$ cat config.mk
export PLATFORM = sky130hd
export DESIGN_NAME = vswfq_front
export DESIGN_NICKNAME = d
export VERILOG_FILES = /design/src/hdl/assert_macros.svh /design/src/hdl/vswfq_pkg.sv /design/src/hdl/vswfq_front.sv
export SDC_FILE = /design/constraint.sdc
export NUM_CORES = 1
export LEC_CHECK = 0
export BUFFER_PORTS_ARGS = -buffer_cell sky130_fd_sc_hd__buf_2
export CAP_MARGIN = 20
export CORE_ASPECT_RATIO = 0.8
export CORE_MARGIN = 1.5
export CORE_UTILIZATION = 23
export DETAILED_ROUTE_END_ITERATION = 10
export GPL_TIMING_DRIVEN = 0
export PLACE_DENSITY = 0.89
export SYNTH_ARGS = -nofsm -noshare
export SYNTH_HDL_FRONTEND = slang
export SYNTH_SLANG_ARGS = --single-unit
$ cat constraint.sdc
create_clock -name vclk -period 0.8
set_clock_uncertainty 0.05 [all_clocks]
set_input_delay 0.04 -clock vclk [all_inputs]
set_output_delay 0.04 -clock vclk [all_outputs]
set_load 0.05 [all_outputs]
$ cat src/hdl/assert_macros.svh
// assertion macros used by the scheduler engine rtl
// no dependencies
`ifndef ASSERT_MACROS_SVH
`define ASSERT_MACROS_SVH

// same-cycle implication
`define VS_ASSERT_IMPLIES(label, clk, rst, ante, cons) \
   label: assert property (@(posedge clk) disable iff (rst) (ante) |-> (cons)) \
      else $error("scheduler assertion failed");

// next-cycle implication
`define VS_ASSERT_NEXT(label, clk, rst, ante, cons) \
   label: assert property (@(posedge clk) disable iff (rst) (ante) |=> (cons)) \
      else $error("scheduler assertion failed");

`endif

$ cat src/hdl/vswfq_pkg.sv
// types, constants and helpers of the virtual spacing wfq scheduler
// no dependencies
package vswfq_pkg;

   localparam int NUM_VC      = 16;
   localparam int QUEUE_DEPTH = 16;

   localparam int VC_W    = $clog2(NUM_VC);
   localparam int PTR_W   = $clog2(QUEUE_DEPTH);
   localparam int CNT_W   = $clog2(QUEUE_DEPTH + 1);
   localparam int LEN_W   = $clog2(NUM_VC + 1);
   localparam int CELL_AW = $clog2(NUM_VC * QUEUE_DEPTH);

   localparam int CMD_W     = 2;
   localparam int VCID_W    = 8;
   localparam int TAG_W     = 16;
   localparam int DELTA_W   = 16;
   localparam int BLIM_W    = 5;
   localparam int STATUS_W  = 3;
   localparam int SENT_VC_W = 4;
   localparam int QLEN_W    = 5;
   localparam int TIME_W    = 32;
   localparam int LIMIT_W   = 31;

   localparam logic [LIMIT_W-1:0] LIMIT_RESET = LIMIT_W'(1048576);

   localparam logic [CMD_W-1:0] CMD_ARRIVAL  = 2'd0;
   localparam logic [CMD_W-1:0] CMD_TICK     = 2'd1;
   localparam logic [CMD_W-1:0] CMD_REGISTER = 2'd2;

   localparam logic [STATUS_W-1:0] ST_OK        = 3'd0;
   localparam logic [STATUS_W-1:0] ST_INVALID   = 3'd1;
   localparam logic [STATUS_W-1:0] ST_UNREG     = 3'd2;
   localparam logic [STATUS_W-1:0] ST_DROPPED   = 3'd3;
   localparam logic [STATUS_W-1:0] ST_EMPTY     = 3'd4;
   localparam logic [STATUS_W-1:0] ST_BAD_REG   = 3'd5;

   typedef struct packed {
      logic [CMD_W-1:0]   command;
      logic               vc_ok;
      logic [VC_W-1:0]    vc;
      logic [TAG_W-1:0]   payload;
      logic [DELTA_W-1:0] delta;
      logic [BLIM_W-1:0]  buffer_limit;
      logic               param_bad;
   } item_type;

   function automatic logic [PTR_W-1:0] ptr_next(input logic [PTR_W-1:0] p);
      return (p == PTR_W'(QUEUE_DEPTH - 1)) ? '0 : p + 1'b1;
   endfunction

   function automatic logic [CELL_AW-1:0] cell_addr(input logic [VC_W-1:0] v,
                                                    input logic [PTR_W-1:0] p);
      return CELL_AW'(v) * CELL_AW'(QUEUE_DEPTH) + CELL_AW'(p);
   endfunction

endpackage

$ cat src/hdl/vswfq_front.sv
// front end: accepts request transactions and classifies them
// depends on vswfq_pkg
module vswfq_front (
   input  logic                         req_valid,
   output logic                         req_ready,
   input  logic [vswfq_pkg::CMD_W-1:0]   req_command,
   input  logic [vswfq_pkg::VCID_W-1:0]  req_vc,
   input  logic [vswfq_pkg::TAG_W-1:0]   req_payload,
   input  logic [vswfq_pkg::DELTA_W-1:0] req_delta,
   input  logic [vswfq_pkg::BLIM_W-1:0]  req_buffer_limit,
   input  logic                         q_full,
   output logic                         q_push,
   output vswfq_pkg::item_type          q_push_item
);
   import vswfq_pkg::*;

   assign req_ready = !q_full;
   assign q_push    = req_valid && !q_full;

   always_comb begin
      q_push_item.command      = req_command;
      q_push_item.vc_ok        = (req_vc < VCID_W'(NUM_VC));
      q_push_item.vc           = req_vc[VC_W-1:0];
      q_push_item.payload      = req_payload;
      q_push_item.delta        = req_delta;
      q_push_item.buffer_limit = req_buffer_limit;
      q_push_item.param_bad    = (req_delta == '0) || (req_buffer_limit == '0) ||
                                 (req_buffer_limit > BLIM_W'(QUEUE_DEPTH));
   end

endmodule

# [Word-level counts from Yosys, hierarchy flattened]
# Cells that the tools add are included.
[op_classes] addsub=0 multipliers=0 div=0 n_lt_le_gt_ge=2 eq_ne=0 n_shift=0 muxes=0 n_bitwise=0 reduce_logical=6
[op_table] op="$logic_not 16->1" n=1
[op_table] op="$lt 8x5->1 const B" n=1
[op_table] op="$gt 5x5->1 const B" n=1
[op_table] op="$logic_not 5->1" n=1
[op_table] op="$logic_or 1x1->1" n=2
[op_table] op="$logic_and 1x1->1" n=1
[op_table] op="$logic_not 1->1" n=1
[totals] ff_bits=0 latchBits=0 mem_bits_rw=0 romBits=0 inputBits=49 out_inout_bits=47 word_cells=8 mem_count=0

# [Depth between registers and ports, before layout]
[depth] ltp_word=3 mapped_depth=3

# [Worst setup path before layout]
# OpenSTA, ideal clock, no wires.
[synth_path] path_kind="input to output" startpoint="input req_vc[7] in the netlist's numbering" endpoint="output q_push_item[42] in the netlist's numbering" arrival_time_ns=1.595 setup_slack_ns=-0.885 path_stages=1 n_path_buf=0 cell_sequence="nor4_1"
[synth_via] elab_chain_len=1
[synth_rtl] element="start, declared" line="vswfq_front.sv:7" text="input logic [vswfq_pkg::VCID_W-1:0] req_vc,"
[synth_rtl] element="$lt 8x5->1" line="vswfq_front.sv:22" text="q_push_item.vc_ok = (req_vc < VCID_W'(NUM_VC));"
[synth_rtl] element="end, declared" line="vswfq_front.sv:13" text="output vswfq_pkg::item_type q_push_item"
# No other way between the ends.

==> summary.txt <==
Synth
  • Synth Area per Inst: 7.322 µm²
  • Top-area cell type share of the netlist area: 81.65%
  • Synthesized Nets: 103
  • Yosys warnings: 0
  • Cell variety after synth: 8
  • Mapped Cells: 54
  • Netlist Area Pre-Place: 395.4 µm²
  • Sequential share of the synthesized area: 0%
  • Post-synth top area cell: buf_4
  • Synth area leaders: buf_4 (82%), nor4_1 (7.9%), nor4_2 (3.2%)

Detailed routing
  • Remaining routing DRC violations: 0
  • Vias after detailed routing: 566
  • Post-Route WL: 1.170 mm
  • Vias per std cell: 3.773
  • Post-DRT Antenna Nets: 0
  • DRT Pass-1 Iters: 2
  • Drt initial violations: 2
  • Avg WL per Cell: 7.800 µm

Timing
  • Worst-margin pin slew: 0.2524 ns
  • Max-slew violations: 0
  • WHS: 0.3317 ns
  • Slew margin rel.: 83.29%
  • Fin crit period: 0.8997 ns
  • Final WS setup: -0.09970 ns
  • Final setup viols: 1
  • Final Hold Viols: 0
  • Fin crit share: 112.5%
  • F_max: 1111 MHz
  • RSZ-0062 raised after global routing: true

Setup path
  • Worst-path cell chain: buf_6 -> nor4_4 -> xnor2_1 -> nand2_2 -> buf_8
  • Worst path max stage delay: 0.27 ns
  • Critical path endpoint category: primary output
  • CP max FO: 2
  • Slowest CP cell: nor4_4
  • Startpoint Class: input port
  • Critical path required time: 0.71 ns
  • Crit path DAT: 0.81 ns
  • Critical path buffer and inverter count: 2
  • CP Class: input port to primary output
  • Crit-path leading delay family: simple AND/OR/NAND/NOR gates

Placement
  • Port bufs: 74
  • Pre-CTS WS: -0.2813 ns
  • DPL Wire Length: 1.079 mm
  • Dpl cells: 150
  • RD Place Congestion: 0.6969

Final layout
  • Util after Layout: 57.15%
  • Fill count: 146
  • Area grow syn2layout: 135.1%
  • Clkbuf count: 0
  • Sequential Area: 0 µm²
  • Inserted Diodes: 0
  • Non-filler cells, final: 150
  • Nets: 179
  • Share of cells above drive strength 1: 97.66%
  • Number of sequential cells: 0

Global routing
  • Overflow after GRT: 0
  • Global-route wire length before repair: 1.455 mm
  • Largest net degree at the start of global routing: 3
  • Initial antenna violation count: 0
  • Gr usage total: 8.902%
  • Number of global-route vias before repair: 388

Power and ir drop
  • Leak pwr: 0.0005453 µW
  • Power Density: 950.2 nW/µm²
  • PnR Total Power: 883.3 µW
  • Max IR drop VDD: 0.4389 mV

Floorplan
  • Ports: 96
  • Die H: 40.09 µm
  • Full die area: 1978 µm²
  • Die Wd: 49.36 µm
  • Row count: 13
  • Initial Utilization: 24.31%
  • Core Footprint: 1627 µm²

Run status
  • Failing checks: setup timing
  • Status: complete, but fails checks

Run
  • Max Cap Viol: 0

Hold path
  • Hold crit path type: input port to primary output

CTS
  • Setup Buffers After CTS: 0
[cell families (layout without fill, tap and decap cells)]
family	after synthesis	in the layout	synth area share (%)
simple gates	9	9	15.19
buf+inv	44	118	82.59
xor+xnor	1	1	2.216
[layer usage]
metal / wire length, µm / up-vias / global-route usage [%] / share of wire (%)
li1: - / 282 / - / -
met1: 323 / 236 / 9.957 / 28
met2: 666 / 48 / 19.26 / 57
met3: 179 / 0 / 1.493 / 15
met4: 0 / 0 / 0 / 0
met5: 0 / - / 0 / 0
[cell usage after synthesis (all sizes together)]
cell type  number
inv             1
xnor2           1
nand2           1
nand4           1
buf            43
nor4            6
nor2b           1
[area by class of cell]
| type | instances | area [µm²] | share of cell area, % |
|---|---|---|---|
| inverter | 1 | 3.754 | 0.4038 |
| timing repair buffer | 74 | 417.9 | 44.95 |
| tap | 22 | 27.53 | 2.961 |
| multi-input combinational | 10 | 157.7 | 16.96 |
| buffer | 43 | 322.8 | 34.72 |
[final timing paths]
path,start,endpoint,slack [ns],cells past startpoint
setup / recovery,req_buffer_limit[1],q_push_item[0],-0.1,5
hold / removal,req_payload[8],q_push_item[30],0.33,2
[metrics by stage]
step / setup TNS [ns] / cell area (µm²)
after floorplan: 0 / 415.4
after global placement: -0.2920 / 813.3
after detailed placement: -0.2813 / 813.3
after CTS: -0.1166 / 905.9
after global routing: -0.1367 / 929.6
final: -0.09970 / 929.6
[report_power, final]
part / switching [µW] / internal [µW] / leakage, µW
Clock: 0 / 0 / 0
Sequential: 0 / 0 / 0
Combinational: 578 / 305 / 0.000545
Total: 578 / 305 / 0.000545
[placed cells by master, fill, tap and decap left out]
master	instances
buf_2	67
buf_4	43
buf_6	6
buf_8	1
inv_1	1
nand2_2	1
nand4_1	1
nor2b_2	1
nor4_4	6
xnor2_1	1
[timing repair]
item / 4_1_cts / 5_1_grt
setup endpoints to repair: 1 / 1
pin swaps: 6 / 5
hold buffers: 0 / 0
endpoints found under the hold margin: 0 / 0
resized for setup: 17 / 4
gates cloned: 0 / 0
No activity file was read; power rests on OpenSTA's default activity.
