**config.mk**
```make
export PLATFORM = sky130hd
export DESIGN_NAME = vswfq_queue
export DESIGN_NICKNAME = d
export VERILOG_FILES = /design/src/hdl/assert_macros.svh /design/src/hdl/vswfq_pkg.sv /design/src/hdl/vswfq_queue.sv
export SDC_FILE = /design/constraint.sdc
export NUM_CORES = 1
export LEC_CHECK = 0
export ABC_AREA = 1
export BUFFER_PORTS_ARGS = -buffer_cell sky130_fd_sc_hd__buf_2
export CORE_ASPECT_RATIO = 1.2
export CORE_MARGIN = 2
export CORE_UTILIZATION = 45
export CTS_CLUSTER_SIZE = 30
export DETAILED_ROUTE_END_ITERATION = 6
export PLACE_DENSITY = 0.72
export SLEW_MARGIN = 20
export SYNTH_ARGS = -nofsm -noshare
export SYNTH_HDL_FRONTEND = slang
export SYNTH_SLANG_ARGS = --single-unit
```
**constraint.sdc**
```tcl
create_clock -name clock -period 3 [get_ports clock]
set_input_delay 0.3 -clock clock [delete_from_list [all_inputs] [get_ports clock]]
set_output_delay 0.3 -clock clock [all_outputs]
set_load 0.1 [all_outputs]
```
**src/hdl/assert_macros.svh**
```systemverilog
// assertion macros used by the scheduler engine rtl
// no dependencies
`ifndef ASSERT_MACROS_SVH
`define ASSERT_MACROS_SVH

// same-cycle implication
`define VS_ASSERT_IMPLIES(label, clk, rst, ante, cons) \
   label: assert property (@(posedge clk) disable iff (rst) (ante) |-> (cons)) \
      else $error("scheduler assertion failed");

// next-cycle implication
`define VS_ASSERT_NEXT(label, clk, rst, ante, cons) \
   label: assert property (@(posedge clk) disable iff (rst) (ante) |=> (cons)) \
      else $error("scheduler assertion failed");

`endif

```
**src/hdl/vswfq_pkg.sv**
```systemverilog
// types, constants and helpers of the virtual spacing wfq scheduler
// no dependencies
package vswfq_pkg;

   localparam int NUM_VC      = 16;
   localparam int QUEUE_DEPTH = 16;

   localparam int VC_W    = $clog2(NUM_VC);
   localparam int PTR_W   = $clog2(QUEUE_DEPTH);
   localparam int CNT_W   = $clog2(QUEUE_DEPTH + 1);
   localparam int LEN_W   = $clog2(NUM_VC + 1);
   localparam int CELL_AW = $clog2(NUM_VC * QUEUE_DEPTH);

   localparam int CMD_W     = 2;
   localparam int VCID_W    = 8;
   localparam int TAG_W     = 16;
   localparam int DELTA_W   = 16;
   localparam int BLIM_W    = 5;
   localparam int STATUS_W  = 3;
   localparam int SENT_VC_W = 4;
   localparam int QLEN_W    = 5;
   localparam int TIME_W    = 32;
   localparam int LIMIT_W   = 31;

   localparam logic [LIMIT_W-1:0] LIMIT_RESET = LIMIT_W'(1048576);

   localparam logic [CMD_W-1:0] CMD_ARRIVAL  = 2'd0;
   localparam logic [CMD_W-1:0] CMD_TICK     = 2'd1;
   localparam logic [CMD_W-1:0] CMD_REGISTER = 2'd2;

   localparam logic [STATUS_W-1:0] ST_OK        = 3'd0;
   localparam logic [STATUS_W-1:0] ST_INVALID   = 3'd1;
   localparam logic [STATUS_W-1:0] ST_UNREG     = 3'd2;
   localparam logic [STATUS_W-1:0] ST_DROPPED   = 3'd3;
   localparam logic [STATUS_W-1:0] ST_EMPTY     = 3'd4;
   localparam logic [STATUS_W-1:0] ST_BAD_REG   = 3'd5;

   typedef struct packed {
      logic [CMD_W-1:0]   command;
      logic               vc_ok;
      logic [VC_W-1:0]    vc;
      logic [TAG_W-1:0]   payload;
      logic [DELTA_W-1:0] delta;
      logic [BLIM_W-1:0]  buffer_limit;
      logic               param_bad;
   } item_type;

   function automatic logic [PTR_W-1:0] ptr_next(input logic [PTR_W-1:0] p);
      return (p == PTR_W'(QUEUE_DEPTH - 1)) ? '0 : p + 1'b1;
   endfunction

   function automatic logic [CELL_AW-1:0] cell_addr(input logic [VC_W-1:0] v,
                                                    input logic [PTR_W-1:0] p);
      return CELL_AW'(v) * CELL_AW'(QUEUE_DEPTH) + CELL_AW'(p);
   endfunction

endpackage

```
**src/hdl/vswfq_queue.sv**
```systemverilog
// two-entry queue between the front end and the scheduler engine
// depends on vswfq_pkg
module vswfq_queue (
   input  logic                clock,
   input  logic                reset,
   input  logic                push,
   input  vswfq_pkg::item_type push_item,
   output logic                full,
   output logic                pop_valid,
   input  logic                pop,
   output vswfq_pkg::item_type pop_item
);
   import vswfq_pkg::*;

   item_type   entry_ff [2];
   logic       wr_ptr_ff, wr_ptr_in;
   logic       rd_ptr_ff, rd_ptr_in;
   logic [1:0] fill_ff, fill_in;
   logic       do_push, do_pop;

   assign full      = (fill_ff == 2'd2);
   assign pop_valid = (fill_ff != 2'd0);
   assign pop_item  = entry_ff[rd_ptr_ff];
   assign do_push   = push && !full;
   assign do_pop    = pop && pop_valid;

   always_comb begin
      wr_ptr_in = do_push ? !wr_ptr_ff : wr_ptr_ff;
      rd_ptr_in = do_pop ? !rd_ptr_ff : rd_ptr_ff;
      fill_in   = fill_ff + {1'b0, do_push} - {1'b0, do_pop};
   end

   always_ff @(posedge clock) begin
      if (reset) begin
         wr_ptr_ff <= 1'b0;
         rd_ptr_ff <= 1'b0;
         fill_ff   <= 2'd0;
      end else begin
         wr_ptr_ff <= wr_ptr_in;
         rd_ptr_ff <= rd_ptr_in;
         fill_ff   <= fill_in;
      end
   end

   always_ff @(posedge clock) begin
      if (do_push) begin
         entry_ff[wr_ptr_ff] <= push_item;
      end
   end

endmodule

```
* Yosys cells after proc, flatten, opt, wreduce, memory -nomap -nowiden
Memories as Yosys holds them, arrays and structs flattened. A register that Yosys moved wholly into a read port is not among the register bits.
Index checks and enable logic that the tools add are counted.
** Cells by class
- $add $sub $neg :: 2
- Equal/unequal tests :: 1
- Multiplexer cells :: 4
- Reductions and logical operators :: 6
** Operators with widths (count)
- $mux 1 :: 4
- $logic_not 1->1 :: 3
- $add 2x1->2 :: 1
- $eq 2x2->1 const B :: 1
- $logic_and 1x1->1 :: 2
- $reduce_bool 2->1 :: 1
- $sub 2x1->2 :: 1
** Word-level totals
- Bits in registers :: 4
- Memory bits (writable) :: 90
- Input port bits :: 49
- Word-level logic and storage cells :: 17
- Memories kept :: 1
** Memories
- entry_ff :: words 2, bits a word 45, rd ports 1, clocked after memory_dff 1, write ports 1, RTL line vswfq_queue.sv:15 : item_type entry_ff [2];

* Longest topological paths before layout
- Word-level depth :: 5
- Mapped depth :: 11

* Worst setup path before layout
No wires, ideal clock.
- Path kind :: reg-to-reg
- From :: register fill_ff[0]
- To :: memory entry_ff[0][0] in the netlist's numbering, enable pin
- Setup time :: 447 ps
- Data arrival time :: 2450 ps
- Required time :: 2553 ps
- Slack :: 102 ps
- Cell stages (with the launch flop) :: 5
- Buffers on the path :: 0
- Clock period less this slack :: 2898 ps
- Path through :: dfxtp_1 -> inv_1 -> nand2_1 -> nand2_1 -> nor2_1
** On the way
- Longest elaborated chain between the ends :: 5
** Ends and longest elaborated chain
- start: declaration :: RTL line vswfq_queue.sv:18 : logic [1:0] fill_ff, fill_in;
- start signal: assignment :: RTL line vswfq_queue.sv:41 : fill_ff <= fill_in;
- $eq 2x2->1 :: RTL line vswfq_queue.sv:21 : assign full = (fill_ff == 2'd2);
- $logic_not 1->1 :: RTL line vswfq_queue.sv:24 : assign do_push = push && !full;
- $logic_and 1x1->1 :: RTL line vswfq_queue.sv:24
- $mux 1 :: RTL line vswfq_queue.sv:46 : if (do_push) begin
- $mux 1 (implied by the code) :: RTL line vswfq_queue.sv:47 : entry_ff[wr_ptr_ff] <= push_item;
- end: declaration :: RTL line vswfq_queue.sv:15
No other way between the ends.

==> flow_summary_export.csv <==
group,metric,value,unit
grt,gr-total-overflow,0,
grt,grtUsageMet1,0.152,
logic_synthesis,synthTopCellsByCount,"90 x edfxtp_1, 40 x mux2_4, 9 x inv_1, 9 x nor2_1, 8 x nand2_1",
worst_setup_path,criticalPathCategory,"reg -> out",
grt,grt_util_met3,0.0468,
sta,final.setup.tns,0,ns
worst_setup_path,cp_max_fo,16,
sta,finalClockSkew,0.00992,ns
finish,drive_gt1_frac,0.561,
route,initialDrtViolationCount,88,
sta,max_freq,0.431,GHz
route,vias,1844,
route,dr.pass1.iters,4,
logic_synthesis,synth_area,3700,um^2
sta,tightest_slew,0.705,ns
logic_synthesis,synthTopCellsByArea,"edfxtp_1 73%, mux2_4 16%, dfxtp_1 2.7%, buf_12 2.2%, mux2_2 1.5%",
worst_setup_path,crit_chain,"buf_4, mux2_4, buf_2",
worst_setup_path,cpLargestDelayFamily,"buffers and inverters",
placed_design,io_buffers,95,
grt,grt_max_degree,24,
worst_setup_path,cp.required,2.70,ns
logic_synthesis,synth_area_per_cell,20.8,um^2
sta,min_period,2.32,ns
die,die_w,86.8,um
worst_setup_path,slowest_stage,"dfxtp_2",
worst_hold_path,hold_depth,2,
clock_network,htree_levels,3,
worst_setup_path,start_kind,"flop",
sta,drv_slew,0,
finish,fin_nets,335,
clock_network,insertion_delay,0.34,ns
placed_design,detailed_place_hpwl,4190,um
grt,grt_pass1_vias,1793,
die,rows,36,
sta,hold_viol_final,0,
route,ant_nets,0,
job,drv_cap,0,
clock_network,cts-resized-gates,0,
route,vias_per_cell,4.83,
grt,grt_usage,0.131,
logic_synthesis,synth_top_area_cell,"edfxtp_1",
sta,fin_ws,0.680,ns
die,fp.dieArea,8960,um^2
route,wire_per_inst,15.7,um
grt,grt.met2_usage,0.223,
sta,fin_crit_sh,0.773,
clock_network,numCtsBuffers,9,
worst_setup_path,slowest_delay,0.64,ns
grt,grt_pass1_wl,8580,um
grt,antenna_found_initial,0,
die,chipHeight,103,um
placed_design,globalplace.congestion,0.680,
worst_setup_path,cp.depth,3,
finish,diodes,0,
logic_synthesis,synth.top_cell.area_share,0.731,
logic_synthesis,synth.distinct_cells,12,
grt,grt_most_used_layer,"met2",
worst_hold_path,hp-class,"in -> reg",
die,core_area,8060,um^2
sta,relSlewSlack,0.529,
clock_network,hold_buffers,0,
logic_synthesis,synth_edf_count,90,
logic_synthesis,synth.most_common_cell,"edfxtp_1",
logic_synthesis,async_flop_share,0,
placed_design,dpl_worst_slack,1.01,ns
logic_synthesis,ys.flop_type,"edfxtp_1",
die,start_util,0.459,
route,routed_wl,5980,um
sta,setup_viol,0,
clock_network,cts.sinks,95,
logic_synthesis,syn_nets,229,
worst_setup_path,critPathBufInv,2,
worst_setup_path,cp-end-kind,"primary output",
logic_synthesis,ys_ff_latch,95,
clock_network,cts_tree,"built",
clock_network,clk_pin_slew_worst_paths,0.08,ns
logic_synthesis,ys_warn_count,0,
sta,rsz0062_at_grt,"no",
route,drc,0,
worst_setup_path,cp.arrival,2.02,ns
clock_network,post_cts_buffers,0,
clock_network,cts_max_path_buffers,2,
worst_setup_path,reg2reg_depth,5,
logic_synthesis,seq_area_frac_synth,0.758,
status,status,"complete, no violations",
clock_network,cts-root-buf,"clkbuf_8",
die,ios,96,
logic_synthesis,postSynthCellCount,178,
finish,syn_to_final_growth,20.6,%
layer usage:
metal  share of wire  vias to the layer above  wire (um)
li1                -                      882          -
met1            0.40                      893       2390
met2            0.53                       64       3180
met3           0.057                        5        342
met4           0.012                        0         71
met5               0                        -          0
sequential cells by signal, summed over array words and instances, names as in the netlist, named ones only:
signal	cells
entry_ff	90
rd_ptr_ff	1
fill_ff	2
wr_ptr_ff	1
area by class of cell:
class / instances / area [um^2]
Inverter: 9 / 33.8
Clock buffer: 10 / 128
Timing Repair Buffer: 100 / 526
Sequential cell: 95 / 2800
Fill cell: 635 / 3600
Clock inverter: 4 / 72.6
Tap cell: 95 / 119
Multi-Input combinational cell: 69 / 778
path summary, 6_finish.rpt:
| path | from | endpoint | slack (ns) |
|---|---|---|---|
| max | flop | pop_item[12] | 0.68 |
| min | reset | fill_ff[0] | 0.12 |
| max reg2reg | fill_ff[0] | entry_ff[0][2] | 1.20 |
| min reg2reg | rd_ptr_ff | rd_ptr_ff | 0.51 |
stage by stage:
step | hold WS, ns | cells | instance area, um^2 | util
finish | 0.119 | 382 | 4460 | 0.553
floorplan | 0.371 | 178 | 3700 | -
global route | 0.103 | 382 | 4460 | 0.553
global placement | 0.474 | 368 | 4260 | 0.528
detailed placement | 0.475 | 368 | 4260 | 0.528
CTS | 0.104 | 382 | 4460 | 0.553
cell usage in the layout (no fill, tap or decap):
cell type,n
buf_2,95
edfxtp_1,90
mux2_4,40
clkbuf_8,9
inv_1,8
nor2_1,8
nand2_1,8
mux2_2,5
dfxtp_1,4
buf_4,4
nand3_1,3
a21oi_1,2
ha_1,2
bufinv_16,2
inv_2,1
nor2_4,1
dfxtp_2,1
clkinvlp_4,1
clkinv_2,1
clkbuf_1,1
buf_12,1
logic make-up (layout without fill, tap and decap cells):
family	after synthesis	after routing	share of synthesized area
compound gates	2	2	0.00271
fa+ha+maj	2	2	0.00676
buf+inv	14	123	0.0338
flops	95	95	0.758
mux	45	45	0.178
simple gates	20	20	0.0213
Power is not shown: default switching activity piles up to over one toggle a cycle in this logic, so the estimate is an artifact.
